==> config.mk <==
export PLATFORM = sky130hd
export DESIGN_NAME = sleep_duty_cycle_monitor
export DESIGN_NICKNAME = d
export VERILOG_FILES = /design/src/rtl/core/sdcm_pkg.sv /design/src/rtl/core/sdcm_ratio_unit.sv /design/src/rtl/core/sleep_duty_cycle_monitor.sv
export SDC_FILE = /design/constraint.sdc
export NUM_CORES = 1
export LEC_CHECK = 0
export ABC_AREA = 1
export BUFFER_PORTS_ARGS = -buffer_cell sky130_fd_sc_hd__buf_2
export CAP_MARGIN = 20
export CELL_PAD_IN_SITES_DETAIL_PLACEMENT = 1
export CELL_PAD_IN_SITES_GLOBAL_PLACEMENT = 1
export CORE_ASPECT_RATIO = 0.7
export CORE_UTILIZATION = 51
export CTS_CLUSTER_SIZE = 20
export DETAILED_ROUTE_END_ITERATION = 8
export GPL_ROUTABILITY_DRIVEN = 0
export HOLD_SLACK_MARGIN = 0.03
export PLACE_DENSITY_LB_ADDON = 0.1
export SLEW_MARGIN = 30
export SYNTH_ARGS = -nofsm -noshare
export SYNTH_HDL_FRONTEND = slang
export SYNTH_HIERARCHICAL = 1
export SYNTH_SLANG_ARGS = --single-unit
==> constraint.sdc <==
create_clock -name clk -period 22.2 [get_ports clk]
set_input_delay 6.66 -clock clk [delete_from_list [all_inputs] [get_ports clk]]
set_output_delay 6.66 -clock clk [all_outputs]
set_load 0.01 [all_outputs]
==> src/rtl/core/sdcm_pkg.sv <==
// ----------------------------------------------------------------------------
// sdcm_pkg
// Shared types and constants of the sleep duty-cycle monitor: event codes,
// timer constants and the interface of the iterative ratio unit.
// ----------------------------------------------------------------------------
`default_nettype none

package sdcm_pkg;

    // Event codes carried by the operation field.
    localparam logic [1:0] OP_TICK   = 2'd0;
    localparam logic [1:0] OP_BUTTON = 2'd1;
    localparam logic [1:0] OP_SLEEP  = 2'd2;

    localparam int          TICK_MS        = 16;
    localparam int          TICK_SHIFT     = 4;      // log2 of TICK_MS
    localparam logic [15:0] DEBOUNCE_RESET = 16'd250;
    localparam logic [6:0]  DUTY_FULL      = 7'd100;

    // Multiplier operand of the ratio unit: wide enough for the duty scale of 100.
    localparam int MULT_WIDTH = 7;
    localparam int BIT_IDX_W  = $clog2(MULT_WIDTH);

    // Top multiplier bit walked for the duty percent.
    localparam logic [BIT_IDX_W-1:0] DUTY_TOP_BIT = BIT_IDX_W'(6);

    typedef struct packed {
        logic                  start;
        logic [BIT_IDX_W-1:0]  start_bit;
        logic [MULT_WIDTH-1:0] mult;
    } ratio_req_t;

    typedef struct packed {
        logic                  done;
        logic [MULT_WIDTH-1:0] quotient;
    } ratio_stat_t;

endpackage

`default_nettype wire

==> src/rtl/core/sdcm_ratio_unit.sv <==
// ----------------------------------------------------------------------------
// sdcm_ratio_unit
// Iterative unit for floor(addend * mult / divisor) with addend < divisor.
// For each multiplier bit one shared modular add step runs twice:
// the remainder is doubled modulo the divisor, then the addend is added
// modulo the divisor when the bit is set. Carries form the quotient.
// ----------------------------------------------------------------------------
`default_nettype none

module sdcm_ratio_unit
    import sdcm_pkg::*;
#(
    parameter int TIME_WIDTH = 32
)
(
    input  wire logic                  clk,
    input  wire logic                  rst_n,
    input  wire ratio_req_t            req,
    input  wire logic [TIME_WIDTH-1:0] addend,
    input  wire logic [TIME_WIDTH-1:0] divisor,
    output      ratio_stat_t           stat
);

    logic                  busy_reg;
    logic                  phase_reg;
    logic                  done_reg;
    logic [BIT_IDX_W-1:0]  bit_reg;
    logic [TIME_WIDTH-1:0] rem_reg;
    logic [TIME_WIDTH-1:0] addend_reg;
    logic [TIME_WIDTH-1:0] divisor_reg;
    logic [MULT_WIDTH-1:0] mult_reg;
    logic [MULT_WIDTH-1:0] quot_reg;

    logic [TIME_WIDTH-1:0] step_x;
    logic [TIME_WIDTH-1:0] step_gap;
    logic                  step_carry;
    logic [TIME_WIDTH-1:0] rem_next;

    // The shared step: rem + x modulo the divisor, with rem and x below it.
    always_comb
    begin
        if (phase_reg)
        begin
            step_x = mult_reg[bit_reg] ? addend_reg : '0;
        end
        else
        begin
            step_x = rem_reg;
        end
        step_gap   = divisor_reg - step_x;
        step_carry = (rem_reg >= step_gap);
        rem_next   = step_carry ? (rem_reg - step_gap) : (rem_reg + step_x);
    end

    always_ff @(posedge clk or negedge rst_n)
    begin
        if (!rst_n)
        begin
            busy_reg  <= 1'b0;
            phase_reg <= 1'b0;
            done_reg  <= 1'b0;
            bit_reg   <= '0;
        end
        else
        begin
            done_reg <= 1'b0;
            if (req.start)
            begin
                busy_reg  <= 1'b1;
                phase_reg <= 1'b0;
                bit_reg   <= req.start_bit;
            end
            else if (busy_reg)
            begin
                phase_reg <= !phase_reg;
                if (phase_reg)
                begin
                    if (bit_reg == '0)
                    begin
                        busy_reg <= 1'b0;
                        done_reg <= 1'b1;
                    end
                    else
                    begin
                        bit_reg <= bit_reg - 1'b1;
                    end
                end
            end
        end
    end

    always_ff @(posedge clk)
    begin
        if (req.start)
        begin
            rem_reg     <= '0;
            quot_reg    <= '0;
            mult_reg    <= req.mult;
            addend_reg  <= addend;
            divisor_reg <= divisor;
        end
        else if (busy_reg)
        begin
            rem_reg <= rem_next;
            if (phase_reg)
            begin
                quot_reg <= quot_reg + MULT_WIDTH'(step_carry);
            end
            else
            begin
                quot_reg <= {quot_reg[MULT_WIDTH-2:0], step_carry};
            end
        end
    end

    assign stat.done     = done_reg;
    assign stat.quotient = quot_reg;

endmodule

`default_nettype wire

==> src/rtl/core/sleep_duty_cycle_monitor.sv <==
// ----------------------------------------------------------------------------
// sleep_duty_cycle_monitor
// Tracks time, slept time and a button debounce window from a stream of
// tick, button and sleep events, and reports the active duty cycle.
// ----------------------------------------------------------------------------
// Usage: an event item enters on in_valid/in_ready with operation and
// sub_count; exactly one result item leaves on out_valid/out_ready for each
// event. cfg_valid/cfg_ready writes debounce_ms (always ready); write it only
// while no event is in flight.
// Path: after acceptance an event passes ST_SUBDIV, ST_SLEEP_END, ST_EVAL
// and ST_OUT; a button report whose duty needs a divide also passes ST_DUTY
// after ST_EVAL. The sub-tick time comes from a reciprocal multiply, and the
// duty percent from the iterative ratio unit, which walks its seven multiplier bits.
// Flow: one event at a time; in_ready is high only while no event is
// in work, so a new event may enter while the last result still waits.
// A stalled receiver holds the result register, and the next event then
// waits in its final state until that register frees up.
// Reset: the tick counter and the sleep and debounce times clear, no sleep is
// pending, debounce is closed and debounce_ms returns to 250.
// ----------------------------------------------------------------------------
`default_nettype none

module sleep_duty_cycle_monitor
    import sdcm_pkg::*;
#(
    parameter int TIME_WIDTH    = 32,
    parameter int SUBTICK_STEPS = 250
)
(
    input  wire logic        clk,
    input  wire logic        rst_n,
    input  wire logic        cfg_valid,
    output      logic        cfg_ready,
    input  wire logic [15:0] cfg_data,
    input  wire logic        in_valid,
    output      logic        in_ready,
    input  wire logic [1:0]  operation,
    input  wire logic [7:0]  sub_count,
    output      logic        out_valid,
    input  wire logic        out_ready,
    output      logic        report_valid,
    output      logic [31:0] time_ms,
    output      logic [31:0] active_ms,
    output      logic [6:0]  duty_percent,
    output      logic        sleep_granted
);

    typedef enum logic [5:0] {
        ST_IDLE      = 6'b000001,
        ST_SUBDIV    = 6'b000010,
        ST_SLEEP_END = 6'b000100,
        ST_EVAL      = 6'b001000,
        ST_DUTY      = 6'b010000,
        ST_OUT       = 6'b100000
    } state_t;

    localparam logic [TIME_WIDTH-1:0] TICK_W = TIME_WIDTH'(TICK_MS);

    // The sub-tick time floor(sub_count * 16 / SUBTICK_STEPS) is taken by a
    // reciprocal multiply that is exact for every 12-bit product.
    localparam int SUB_PROD_W  = 8 + TICK_SHIFT;
    localparam int STEPS_LOG   = $clog2(SUBTICK_STEPS);
    localparam int RECIP_SHIFT = SUB_PROD_W + STEPS_LOG;
    localparam int RECIP_W     = SUB_PROD_W + 2;
    localparam int PROD_W      = RECIP_SHIFT + SUB_PROD_W;
    localparam logic [RECIP_W-1:0] RECIP =
        RECIP_W'(((64'd1 << RECIP_SHIFT) / SUBTICK_STEPS) + 64'd1);

    function automatic logic [31:0] to_port(input logic [TIME_WIDTH-1:0] v);
        logic [63:0] wide;
        wide = 64'(v);
        return wide[31:0];
    endfunction

    state_t                state_reg, state_next;
    logic [1:0]            op_reg, op_next;
    logic [7:0]            sub_reg, sub_next;
    logic [15:0]           debounce_ms_reg;
    logic [TIME_WIDTH-1:0] ms_counter_reg, ms_counter_next;
    logic [TIME_WIDTH-1:0] now_reg, now_next;
    logic [TIME_WIDTH-1:0] sleep_start_reg, sleep_start_next;
    logic                  sleep_pending_reg, sleep_pending_next;
    logic [TIME_WIDTH-1:0] sleep_total_reg, sleep_total_next;
    logic [TIME_WIDTH-1:0] debounce_start_reg, debounce_start_next;
    logic                  debounce_active_reg, debounce_active_next;

    // Result being built for the current event.
    logic                  res_report_reg, res_report_next;
    logic                  res_grant_reg, res_grant_next;
    logic [TIME_WIDTH-1:0] res_active_reg, res_active_next;
    logic [6:0]            res_duty_reg, res_duty_next;

    // Output register.
    logic                  out_valid_reg, out_valid_next;
    logic                  out_load;
    logic                  report_valid_reg;
    logic [31:0]           time_ms_reg;
    logic [31:0]           active_ms_reg;
    logic [6:0]            duty_percent_reg;
    logic                  sleep_granted_reg;

    ratio_req_t            ratio_req;
    ratio_stat_t           ratio_stat;
    logic [TIME_WIDTH-1:0] ratio_addend;
    logic [TIME_WIDTH-1:0] ratio_divisor;

    logic [PROD_W-1:0]     sub_product;
    logic [SUB_PROD_W-1:0] sub_quotient;
    logic [TIME_WIDTH-1:0] active_now;
    logic [TIME_WIDTH-1:0] debounce_age;
    logic                  accept;

    assign accept       = in_valid && in_ready;
    assign in_ready     = (state_reg == ST_IDLE);
    assign cfg_ready    = 1'b1;
    assign active_now   = now_reg - sleep_total_reg;
    assign debounce_age = now_reg - debounce_start_reg;
    assign sub_product  = PROD_W'({sub_reg, TICK_SHIFT'(0)}) * PROD_W'(RECIP);
    assign sub_quotient = sub_product[PROD_W-1:RECIP_SHIFT];

    always_comb
    begin
        state_next           = state_reg;
        op_next              = op_reg;
        sub_next             = sub_reg;
        ms_counter_next      = ms_counter_reg;
        now_next             = now_reg;
        sleep_start_next     = sleep_start_reg;
        sleep_pending_next   = sleep_pending_reg;
        sleep_total_next     = sleep_total_reg;
        debounce_start_next  = debounce_start_reg;
        debounce_active_next = debounce_active_reg;
        res_report_next      = res_report_reg;
        res_grant_next       = res_grant_reg;
        res_active_next      = res_active_reg;
        res_duty_next        = res_duty_reg;
        out_valid_next       = out_valid_reg && !out_ready;
        out_load             = 1'b0;
        ratio_req.start      = 1'b0;
        ratio_req.start_bit  = DUTY_TOP_BIT;
        ratio_req.mult       = MULT_WIDTH'(DUTY_FULL);
        ratio_addend         = active_now;
        ratio_divisor        = now_reg;

        unique case (state_reg)
            ST_IDLE:
            begin
                if (accept)
                begin
                    op_next         = operation;
                    sub_next        = sub_count;
                    res_report_next = 1'b0;
                    res_grant_next  = 1'b0;
                    res_active_next = '0;
                    res_duty_next   = '0;
                    if (operation == OP_TICK)
                    begin
                        ms_counter_next = ms_counter_reg + TICK_W;
                    end
                    state_next = ST_SUBDIV;
                end
            end
            ST_SUBDIV:
            begin
                now_next   = ms_counter_reg + TIME_WIDTH'(sub_quotient);
                state_next = ST_SLEEP_END;
            end
            ST_SLEEP_END:
            begin
                if (op_reg == OP_TICK || op_reg == OP_BUTTON)
                begin
                    if (sleep_pending_reg)
                    begin
                        sleep_total_next = sleep_total_reg + (now_reg - sleep_start_reg);
                    end
                    sleep_pending_next = 1'b0;
                end
                state_next = ST_EVAL;
            end
            ST_EVAL:
            begin
                state_next = ST_OUT;
                case (op_reg)
                    OP_TICK:
                    begin
                        if (debounce_active_reg &&
                            debounce_age > TIME_WIDTH'(debounce_ms_reg))
                        begin
                            debounce_active_next = 1'b0;
                        end
                    end
                    OP_BUTTON:
                    begin
                        if (!debounce_active_reg)
                        begin
                            res_report_next      = 1'b1;
                            res_active_next      = active_now;
                            debounce_start_next  = now_reg;
                            debounce_active_next = 1'b1;
                            if (now_reg == '0)
                            begin
                                res_duty_next = '0;
                            end
                            else if (active_now >= now_reg)
                            begin
                                res_duty_next = DUTY_FULL;
                            end
                            else
                            begin
                                ratio_req.start = 1'b1;
                                state_next      = ST_DUTY;
                            end
                        end
                    end
                    OP_SLEEP:
                    begin
                        if (!debounce_active_reg)
                        begin
                            res_grant_next = 1'b1;
                            if (!sleep_pending_reg)
                            begin
                                sleep_start_next   = now_reg;
                                sleep_pending_next = 1'b1;
                            end
                        end
                    end
                    default:
                    begin
                        // The unused code only reports the time.
                    end
                endcase
            end
            ST_DUTY:
            begin
                if (ratio_stat.done)
                begin
                    res_duty_next = ratio_stat.quotient[6:0];
                    state_next    = ST_OUT;
                end
            end
            ST_OUT:
            begin
                if (!out_valid_reg || out_ready)
                begin
                    out_load       = 1'b1;
                    out_valid_next = 1'b1;
                    state_next     = ST_IDLE;
                end
            end
            default:
            begin
                state_next = ST_IDLE;
            end
        endcase
    end

    always_ff @(posedge clk or negedge rst_n)
    begin
        if (!rst_n)
        begin
            state_reg           <= ST_IDLE;
            debounce_ms_reg     <= DEBOUNCE_RESET;
            ms_counter_reg      <= '0;
            sleep_start_reg     <= '0;
            sleep_pending_reg   <= 1'b0;
            sleep_total_reg     <= '0;
            debounce_start_reg  <= '0;
            debounce_active_reg <= 1'b0;
            out_valid_reg       <= 1'b0;
        end
        else
        begin
            state_reg           <= state_next;
            ms_counter_reg      <= ms_counter_next;
            sleep_start_reg     <= sleep_start_next;
            sleep_pending_reg   <= sleep_pending_next;
            sleep_total_reg     <= sleep_total_next;
            debounce_start_reg  <= debounce_start_next;
            debounce_active_reg <= debounce_active_next;
            out_valid_reg       <= out_valid_next;
            if (cfg_valid && cfg_ready)
            begin
                debounce_ms_reg <= cfg_data;
            end
        end
    end

    always_ff @(posedge clk)
    begin
        op_reg         <= op_next;
        sub_reg        <= sub_next;
        now_reg        <= now_next;
        res_report_reg <= res_report_next;
        res_grant_reg  <= res_grant_next;
        res_active_reg <= res_active_next;
        res_duty_reg   <= res_duty_next;
        if (out_load)
        begin
            report_valid_reg  <= res_report_reg;
            time_ms_reg       <= to_port(now_reg);
            active_ms_reg     <= to_port(res_active_reg);
            duty_percent_reg  <= res_duty_reg;
            sleep_granted_reg <= res_grant_reg;
        end
    end

    sdcm_ratio_unit #(
        .TIME_WIDTH (TIME_WIDTH)
    ) u_ratio (
        .clk     (clk),
        .rst_n   (rst_n),
        .req     (ratio_req),
        .addend  (ratio_addend),
        .divisor (ratio_divisor),
        .stat    (ratio_stat)
    );

    assign out_valid     = out_valid_reg;
    assign report_valid  = report_valid_reg;
    assign time_ms       = time_ms_reg;
    assign active_ms     = active_ms_reg;
    assign duty_percent  = duty_percent_reg;
    assign sleep_granted = sleep_granted_reg;

    // A reported duty never exceeds full scale.
    assert property (@(posedge clk) disable iff (!rst_n)
        out_valid |-> duty_percent <= DUTY_FULL)
        else $error("duty percent above 100");

    // A report and a sleep grant come from different events.
    assert property (@(posedge clk) disable iff (!rst_n)
        out_valid |-> !(report_valid && sleep_granted))
        else $error("report and sleep grant in one item");

    // Items without a report carry no active time and no duty.
    assert property (@(posedge clk) disable iff (!rst_n)
        (out_valid && !report_valid) |-> (active_ms == '0 && duty_percent == '0))
        else $error("active time or duty without a report");

    // A sleep only starts on a sleep request.
    assert property (@(posedge clk) disable iff (!rst_n)
        $rose(sleep_pending_reg) |-> $past(op_reg) == OP_SLEEP)
        else $error("sleep started by an event other than a sleep request");

endmodule

`default_nettype wire
# Yosys cells after proc, flatten, opt, wreduce, memory -nomap -nowiden
# Memories as Yosys holds them, arrays and structs flattened.
# Index checks and enable logic that the tools add are counted.
[totals]
register_bits = 418
latchBits = 0
ram_bits = 0
mem_bits_ro = 8
in_bits = 31
out_inout_bits = 76
n_memories = 1
[memory_table]
columns = ["name", "depth", "width", "read_ports", "rd_ports_with_merged_regs", "write_ports", "line_no", "source"]
rows = [
  ["(name not given)", 8, 1, 1, 0, 0, "sdcm_ratio_unit.sv:44", "step_x = mult_reg[bit_reg] ? addend_reg : '0;"],
]
[op_classes]
addsub = 11
multipliers = 1
n_div = 0
magnitude_cmp = 4
n_eq_ne = 18
shift = 0
mux = 57
n_bitwise = 2
reduce_logical = 30
[op_table]
columns = ["op", "count"]
rows = [
  ["$mux W32", 6],
  ["$sub A32 B32 Y32", 5],
  ["$add A32 B32 Y32", 2],
  ["$ge A32 B32 Y1", 2],
  ["$pmux W32 S2", 1],
  ["$mux W7", 7],
  ["$mux W6", 7],
  ["$pmux W6 S6", 1],
  ["$add A32 B5 Y32", 1],
  ["$add A32 B5 Y32 const B", 1],
  ["$gt A32 B16 Y1", 1],
  ["$logic_not A32 Y1", 1],
  ["$mux W1", 26],
  ["$mul A8 B13 Y21 const B", 1],
  ["$pmux W7 S3", 1],
  ["$reduce_and A3 Y1", 6],
  ["$reduce_and A4 Y1", 4],
  ["$mux W3", 4],
  ["$ne A2 B2 Y1 const B", 6],
  ["$reduce_bool A2 Y1", 5],
  ["$pmux W1 S2", 4],
  ["$add A7 B1 Y7", 1],
  ["$eq A6 B1 Y1 const B", 1],
  ["$eq A6 B2 Y1 const B", 1],
  ["19 further kinds", 28],
]

# Longest topological paths before layout
# Gate-level depths: netlist of the first run.
[logic_depth]
ltp_word = 9
ltp_mapped = 38
depth_no_buf = 36

# Cells and area by module
# The synthesis of the first run kept the hierarchy.
[modules_own_cells]
columns = ["mod", "n_inst", "cells_each", "area_each_um2", "seq_area_each_um2"]
rows = [
  ["sleep_duty_cycle_monitor", 1, 2478, 20561.0, 8421.8],
  ["sdcm_ratio_unit", 1, 1851, 11616.1, 3062.9],
]

# Worst setup path after synthesis of the first run
# Ideal clock, no wire load.
[synth_path]
kind = "reg2reg"
start = "register now_reg[0]"
end = "register u_ratio.bit_reg[0]"
arrival_ns = 11.428
t_required_ns = 22.058
setup_slack_ns = 10.630
stages_incl_launch_ff = 27
n_path_buf = 0
synth_period_minus_slack_ns = 11.570
cell_sequence = "edfxtp_1 -> inv_1 -> ha_1 -> inv_1 -> fa_1 -> nand2_1 -> nand2_1 -> o21ai_1 -> o21ai_1 -> inv_1 -> o21ai_1 -> nand4_1 -> nand4_1 -> or2_2 -> nand2_1 -> inv_1 -> ha_1 -> a21oi_1 -> o21ai_0 -> nand2_1 -> o211ai_1 -> a21oi_1 -> nand4_1 -> nor4_1 -> inv_1 -> o22ai_1 -> a31oi_1"
[synth_lines]
columns = ["element", "line_no", "source"]
rows = [
  ["start: declaration", "sleep_duty_cycle_monitor.sv:80", "logic [TIME_WIDTH-1:0] now_reg, now_next;"],
  ["start signal: assignment", "sleep_duty_cycle_monitor.sv:292", "now_reg <= now_next;"],
  ["end signal: assignment", "sdcm_ratio_unit.sv:71", "bit_reg <= req.start_bit;"],
  ["end signal: assignment", "sdcm_ratio_unit.sv:85", "bit_reg <= bit_reg - 1'b1;"],
  ["end: declaration", "sdcm_ratio_unit.sv:27", "logic [BIT_IDX_W-1:0] bit_reg;"],
]

# Final worst setup path of the first run
[layout_path]
start = "register state_reg[2]"
end = "output port in_ready"
[layout_via]
elab_chain_len = 1
[layout_rtl]
columns = ["element", "line_no", "source"]
rows = [
  ["start: declaration", "sleep_duty_cycle_monitor.sv:75", "state_t state_reg, state_next;"],
  ["start signal: assignment", "sleep_duty_cycle_monitor.sv:273", "state_reg <= state_next;"],
  ["$eq A6 B1 Y1", "sleep_duty_cycle_monitor.sv:114", "assign in_ready = (state_reg == ST_IDLE);"],
  ["end: declaration", "sleep_duty_cycle_monitor.sv:36", "output logic in_ready,"],
]
# No other way between the ends.

==> results.md, run 1 <==
* Status: complete, no violations
* Largest net degree at the start of global routing at between 80 and 90
* DR pass1 iterations at 6
* Unrepaired setup endpoints after global routing: false
* DP Area at 0.0337 mm2
* Cells after Synth at roughly 4300
* Endpoints failing hold at 0
* Reg2reg end: u_ratio/divisor_reg[1]
* Tcrit/Tclk final at 37.4%
* Critical Path Fanout Max at 7
* Clock Pin Slew Worst Setup and Hold Paths at 0.06 ns
* Fmax at 0.120 GHz
* Drc violations at 0
* Layout cells sized above 1 at 5.96%
* Synth Flop Type: edfxtp_1
* Wire length per cell at roughly 23 um
* Syn_area_per_cell at approximately 7.4 um2
* Sequential area share after synthesis at 35.7%
* CP startpoint: state_reg[2]
* Most common cell in the netlist: nand2_1
* Setup CP Type: flop to primary output
* Worst Hold Endpoint: active_ms[27]
* CTS HTree Levels at 2
* Post-DP HPWL at ~96000 um
* Hold-fix buffers, CTS at 0
* Cell area after synthesis at ~0.032 mm2
* Max Clock Skew at ~0.035 ns
* Area grow syn2layout at 8.84%
* IO Count at 107
* Crit start category: flop
* Nets@finish at approximately 4800
* CTS tree: done
* Post-CTS Setup Inserts at 0
* Warnings, synthesis at 6
* Die X at 302 um
* CTS max path bufs at 3
* Met3 WL at between 9000 and 10000 um
* Metal2 WL at between 50000 and 60000 um
* FF-to-FF setup slack at approximately 15 ns
* Ys async rst share at ~37%
* # setup viols final at 0
* Core Area at roughly 0.062 mm2
* Worst min path class: flop to flop
* Crit end category: primary output
* Worst r2r path cells at 23
* Final instance area at 0.0350 mm2
* Setup_tns at 0 ns
* Top-area cell type share of the netlist area at between 20% and 30%
* Post-synth top cells: nand2_1 (1188), inv_1 (845), nor2_1 (362)
* Inserted Clock Buffers at between 40 and 50
* RR Startpoint: now_reg[0]
* DRT iter0 DRCs at around 2900
* Tot GR Track Use at approximately 38%
* Crit path time final at just over 8 ns
* Vias in the first global route at a little over 30000
* Filler cell count at 8000
* Non-Filler Instances at roughly 5300
* Worst Tran Pin Value at around 0.95 ns
* CTS resizes at 0
* Root Buffer: clkbuf_16
* Final Routed Wirelength at roughly 120000 um
* Vias per inst at ~5.7
* Max Slew Vio Count at 0
* # rows at 76
* Wl on met1 at about 54000 um
* EDFF count, synth at about 230
* Required time of the worst setup path at roughly 16 ns
* Die Height at roughly 210 um
* Yosys reg bits at about 420
* Starting Density at roughly half
* DRT antenna net count at 0
* Routed vias at just over 30000
* Number of port buffers at approximately 110
* Post-synth cell types at between 60 and 70
* Placed cells at about 5200
* Min-delay src: res_active_reg[27]
* Worst slew margin at a little under two fifths
* Gr ovfl total at 0
* Worst hold path depth at 0
* Clk Latency, worst-skew pair at around 0.63 ns
* First-pass GRT wire length at roughly 180000 um
* Total of max-cap violations at 0
* Initial antenna violation count at 6
* Top Layer Used: met4
* Top post-synthesis cells by area: edfxtp_1 (21%), nand2_1 (14%), dfrtp_1 (12%)
* Arrival time of the worst setup path at between 1.5 and 2 ns
* TritonCTS Sinks at around 420
* DIE AREA at 0.0641 mm2
* Post-synth top area cell: edfxtp_1
[cell usage in the layout, fill, tap and decap left out, types with 104 or more instances in the layout]
master	instances
a21oi_1	207
buf_2	104
dfrtp_1	148
edfxtp_1	227
ha_1	284
inv_1	845
nand2_1	1187
nand3_1	208
nor2_1	360
o21ai_0	148
xor2_1	119
[cells by family after synthesis]
logic type / after synthesis / share of synthesized area, %
other cells: 2 / 0.0233
xor+xnor: 165 / 4.49
buf+inv: 901 / 10.8
compound gates: 560 / 9.85
mux: 1 / 0.0350
flops: 421 / 35.7
simple gates: 1953 / 25.4
fa+ha+maj: 326 / 13.7
[stage by stage]
stage	hold slack, ns	utilization [%]	setup slack [ns]
after floorplan	0.400	-	10.63
after global placement	0.406	54.4	13.73
after detailed placement	0.406	54.4	13.61
after CTS	0.421	56.5	13.88
after global routing	0.432	56.6	13.83
final	0.422	56.6	13.90
[worst max-delay path by stage]
stage	endpoint	slack [ns]	cells past startpoint
2_1_floorplan	u_ratio/bit_reg[0]	10.63	26
3_3_place_gp	ms_counter_reg[27]	13.73	12
3_5_place_dp	ms_counter_reg[29]	13.61	12
4_1_cts	in_ready	13.88	4
5_1_grt	in_ready	13.83	4
6_report	in_ready	13.90	4
[worst max-delay path: stages (launching register included)]
cell     delay [ns]
dfrtp_1        0.42
nor2_2         0.20
nand4_4        0.19
inv_1          0.09
buf_2          0.12
[metal layers]
layer / vias up / GRT usage (%)
li1: 14100 / -
met1: 14800 / 54.3
met2: 1092 / 56.4
met3: 269 / 6.79
met4: 0 / 14.0
met5: - / 0
[area by class of cell]
class / instances / area [um2] / share of cell area [%]
Sequential cell: 421 / 11500 / 32.8
Timing Repair Buffer: 124 / 682 / 1.95
Tap cell: 819 / 1020 / 2.93
Clock inverter: 26 / 188 / 0.536
Inverter: 854 / 3210 / 9.15
Clock buffer: 56 / 1160 / 3.30
Multi-Input combinational cell: 3016 / 17300 / 49.3
Antenna cell: 3 / 7.51 / 0.0214
Power of run 1 is left out: the tool's default activity adds up to more than one toggle a clock period on the data nets, which glitch-free logic cannot reach.
==> run 2, diff against run 1 <==
--- a/config.mk
+++ b/config.mk
@@ -11,7 +11,7 @@
 export CELL_PAD_IN_SITES_DETAIL_PLACEMENT = 1
 export CELL_PAD_IN_SITES_GLOBAL_PLACEMENT = 1
 export CORE_ASPECT_RATIO = 0.7
-export CORE_UTILIZATION = 51
+export CORE_UTILIZATION = 48
 export CTS_CLUSTER_SIZE = 20
 export DETAILED_ROUTE_END_ITERATION = 8
 export GPL_ROUTABILITY_DRIVEN = 0
==> constraint.sdc (replaced) <==
create_clock -name clk -period 8.1 [get_ports clk]
set_input_delay 2.43 -clock clk [delete_from_list [all_inputs] [get_ports clk]]
set_output_delay 2.43 -clock clk [all_outputs]
set_load 0.01 [all_outputs]
==> run 2 against run 1 <==
Compared with the run above: final cell count rose by 1.4%; hold slack worse by 0.0021 ns; utilization is 3.3 points lower; worst setup slack got worse by 12 ns; cell area grew 0.90%; die area rose by 6.2%; first-iteration DRC count grew 2.3%; register-to-register slack got worse by 13 ns; sequential share of layout area is 0.29 points lower; via count fell by 0.67%; non-clock buffer count increased by 2.
==> results.md, run 2 (synthesized netlist as in run 1, its figures left out) <==
* Most used cell, CP: nand2_1
* Gr ovfl total at 0
* # rows at approximately 80
* Root Buffer: clkbuf_16
* Buf+Inv Stages, Crit Path at 4
* Post-DP HPWL at around 97000 um
* CP top delay family: simple AND/OR/NAND/NOR gates
* Crit start category: flop
* Setup CP Type: flop to flop
* CTS resizes at 0
* Nets@finish at just under 5000
* Setup_tns at 0 ns
* Clock Pin Slew Worst Setup and Hold Paths at ~0.070 ns
* Core Area at 0.0663 mm2
* Layout cells sized above 1 at 6.24%
* Worst slew margin at between 40% and 50%
* Tot GR Track Use at between 30 and 40%
* Arrival time of the worst setup path at about 6.9 ns
* Min Hold Slack at approximately 0.42 ns
* Final instance area at 0.0353 mm2
* Die X at just over 300 um
* Crit path time final at ~6.3 ns
* DRT antenna net count at 0
* Max Clock Skew at approximately 0.03 ns
* Number of port buffers at approximately 110
* Vias per inst at around 5.6
* Status: complete, no violations
* Area grow syn2layout at 9.82%
* Antenna Cells at 0
* Worst Tran Pin Value at around 0.87 ns
* Fmax at 0.158 GHz
* Largest net degree at the start of global routing at between 70 and 80
* DP Area at 0.0338 mm2
* CTS tree: done
* Die Height at 219 um
* Post-CTS Setup Inserts at 0
* Crit-path max cell delay at approximately 0.46 ns
* Hold-fix buffers, CTS at 0
* Starting Density at between 40 and 50%
* Drc violations at 0
* Grt met1 use at a little over half
* DIE AREA at approximately 0.068 mm2
* Clk Latency, worst-skew pair at ~0.62 ns
* Critical Path Fanout Max at 30
* Final Routed Wirelength at approximately 120000 um
* Worst min path class: flop to flop
* Most Used Layer, Global Route: met2
* Routed vias at between 30000 and 40000
* Met3 Use GR at 5.71%
* Tcrit/Tclk final at between 70% and 80%
* # setup viols final at 0
* DRT iter0 DRCs at about 2900
* Required time of the worst setup path at 8.62 ns
* Commonest non-fill, non-tap cell in the layout: nand2_1
* TritonCTS Sinks at ~420
* Endpoints failing hold at 0
* Inserted Clock Buffers at 45
* Crit end category: flop
* DR pass1 iterations at 5
* Initial antenna violation count at 1
* GR Layer Usage met2 at roughly 53%
* First-pass GRT wire length at 183000 um
* CTS max path bufs at 3
* Vias in the first global route at just over 30000
* IO Count at ~110
* Final core occ at 53.3%
* Max Slew Vio Count at 0
* Slowest CP cell: ha_1
* CTS HTree Levels at 2
* Wire length per cell at 22.3 um
* Most frequent cells in the layout: nand2_1 (1187), inv_1 (845), nor2_1 (360)
* Total of max-cap violations at 0
* Unrepaired setup endpoints after global routing: false
[run 2: cell type report]
cell class / instances / area (um2)
Fill cell: 8512 / 31000
Timing Repair Buffer: 126 / 706
Clock buffer: 51 / 1160
Sequential cell: 421 / 11500
Clock inverter: 33 / 382
Multi-Input combinational cell: 3016 / 17300
Inverter: 854 / 3210
Tap cell: 891 / 1110
[run 2: layer usage]
metal  vias up  wire (um)
met4         2       3640
li1      14100          -
met5         -         13
met1     14700      56900
met3       187      10100
met2      1117      49900
[run 2: worst register-to-register path: cells and delay by family, from the launching register on]
kind / cells / cell delay [ns]
AND/OR/NAND/NOR: 16 / 2.18
AO/OA/AOI/OAI: 7 / 1.73
adder cells (fa/ha/maj): 4 / 1.25
buffers and inverters: 4 / 0.69
flip-flops: 1 / 0.40
[run 2: worst paths after layout]
| kind | endpoint | startpoint | slack (ns) | cells after the start |
|---|---|---|---|---|
| min | active_ms[29] | res_active_reg[29] | 0.42 | 0 |
| max | u_ratio/quot_reg[6] | u_ratio/bit_reg[0] | 1.76 | 31 |
| min reg2reg | active_ms[29] | res_active_reg[29] | 0.42 | 0 |
| max reg2reg | u_ratio/quot_reg[6] | u_ratio/bit_reg[0] | 1.76 | 31 |
| min in group asynchronous | ms_counter_reg[19] | rst_n | 1.82 | 1 |
| max in group asynchronous | debounce_ms_reg[15] | rst_n | 5.00 | 2 |
[run 2: metrics by stage]
step | setup WS (ns) | instances
detailed placement | 2.08 | 5307
floorplan | 1.90 | 4338
global route | 1.20 | 5392
finish | 1.76 | 5392
CTS | 1.88 | 5391
global placement | 2.35 | 5307
Power of run 2 is left out for the same reason.
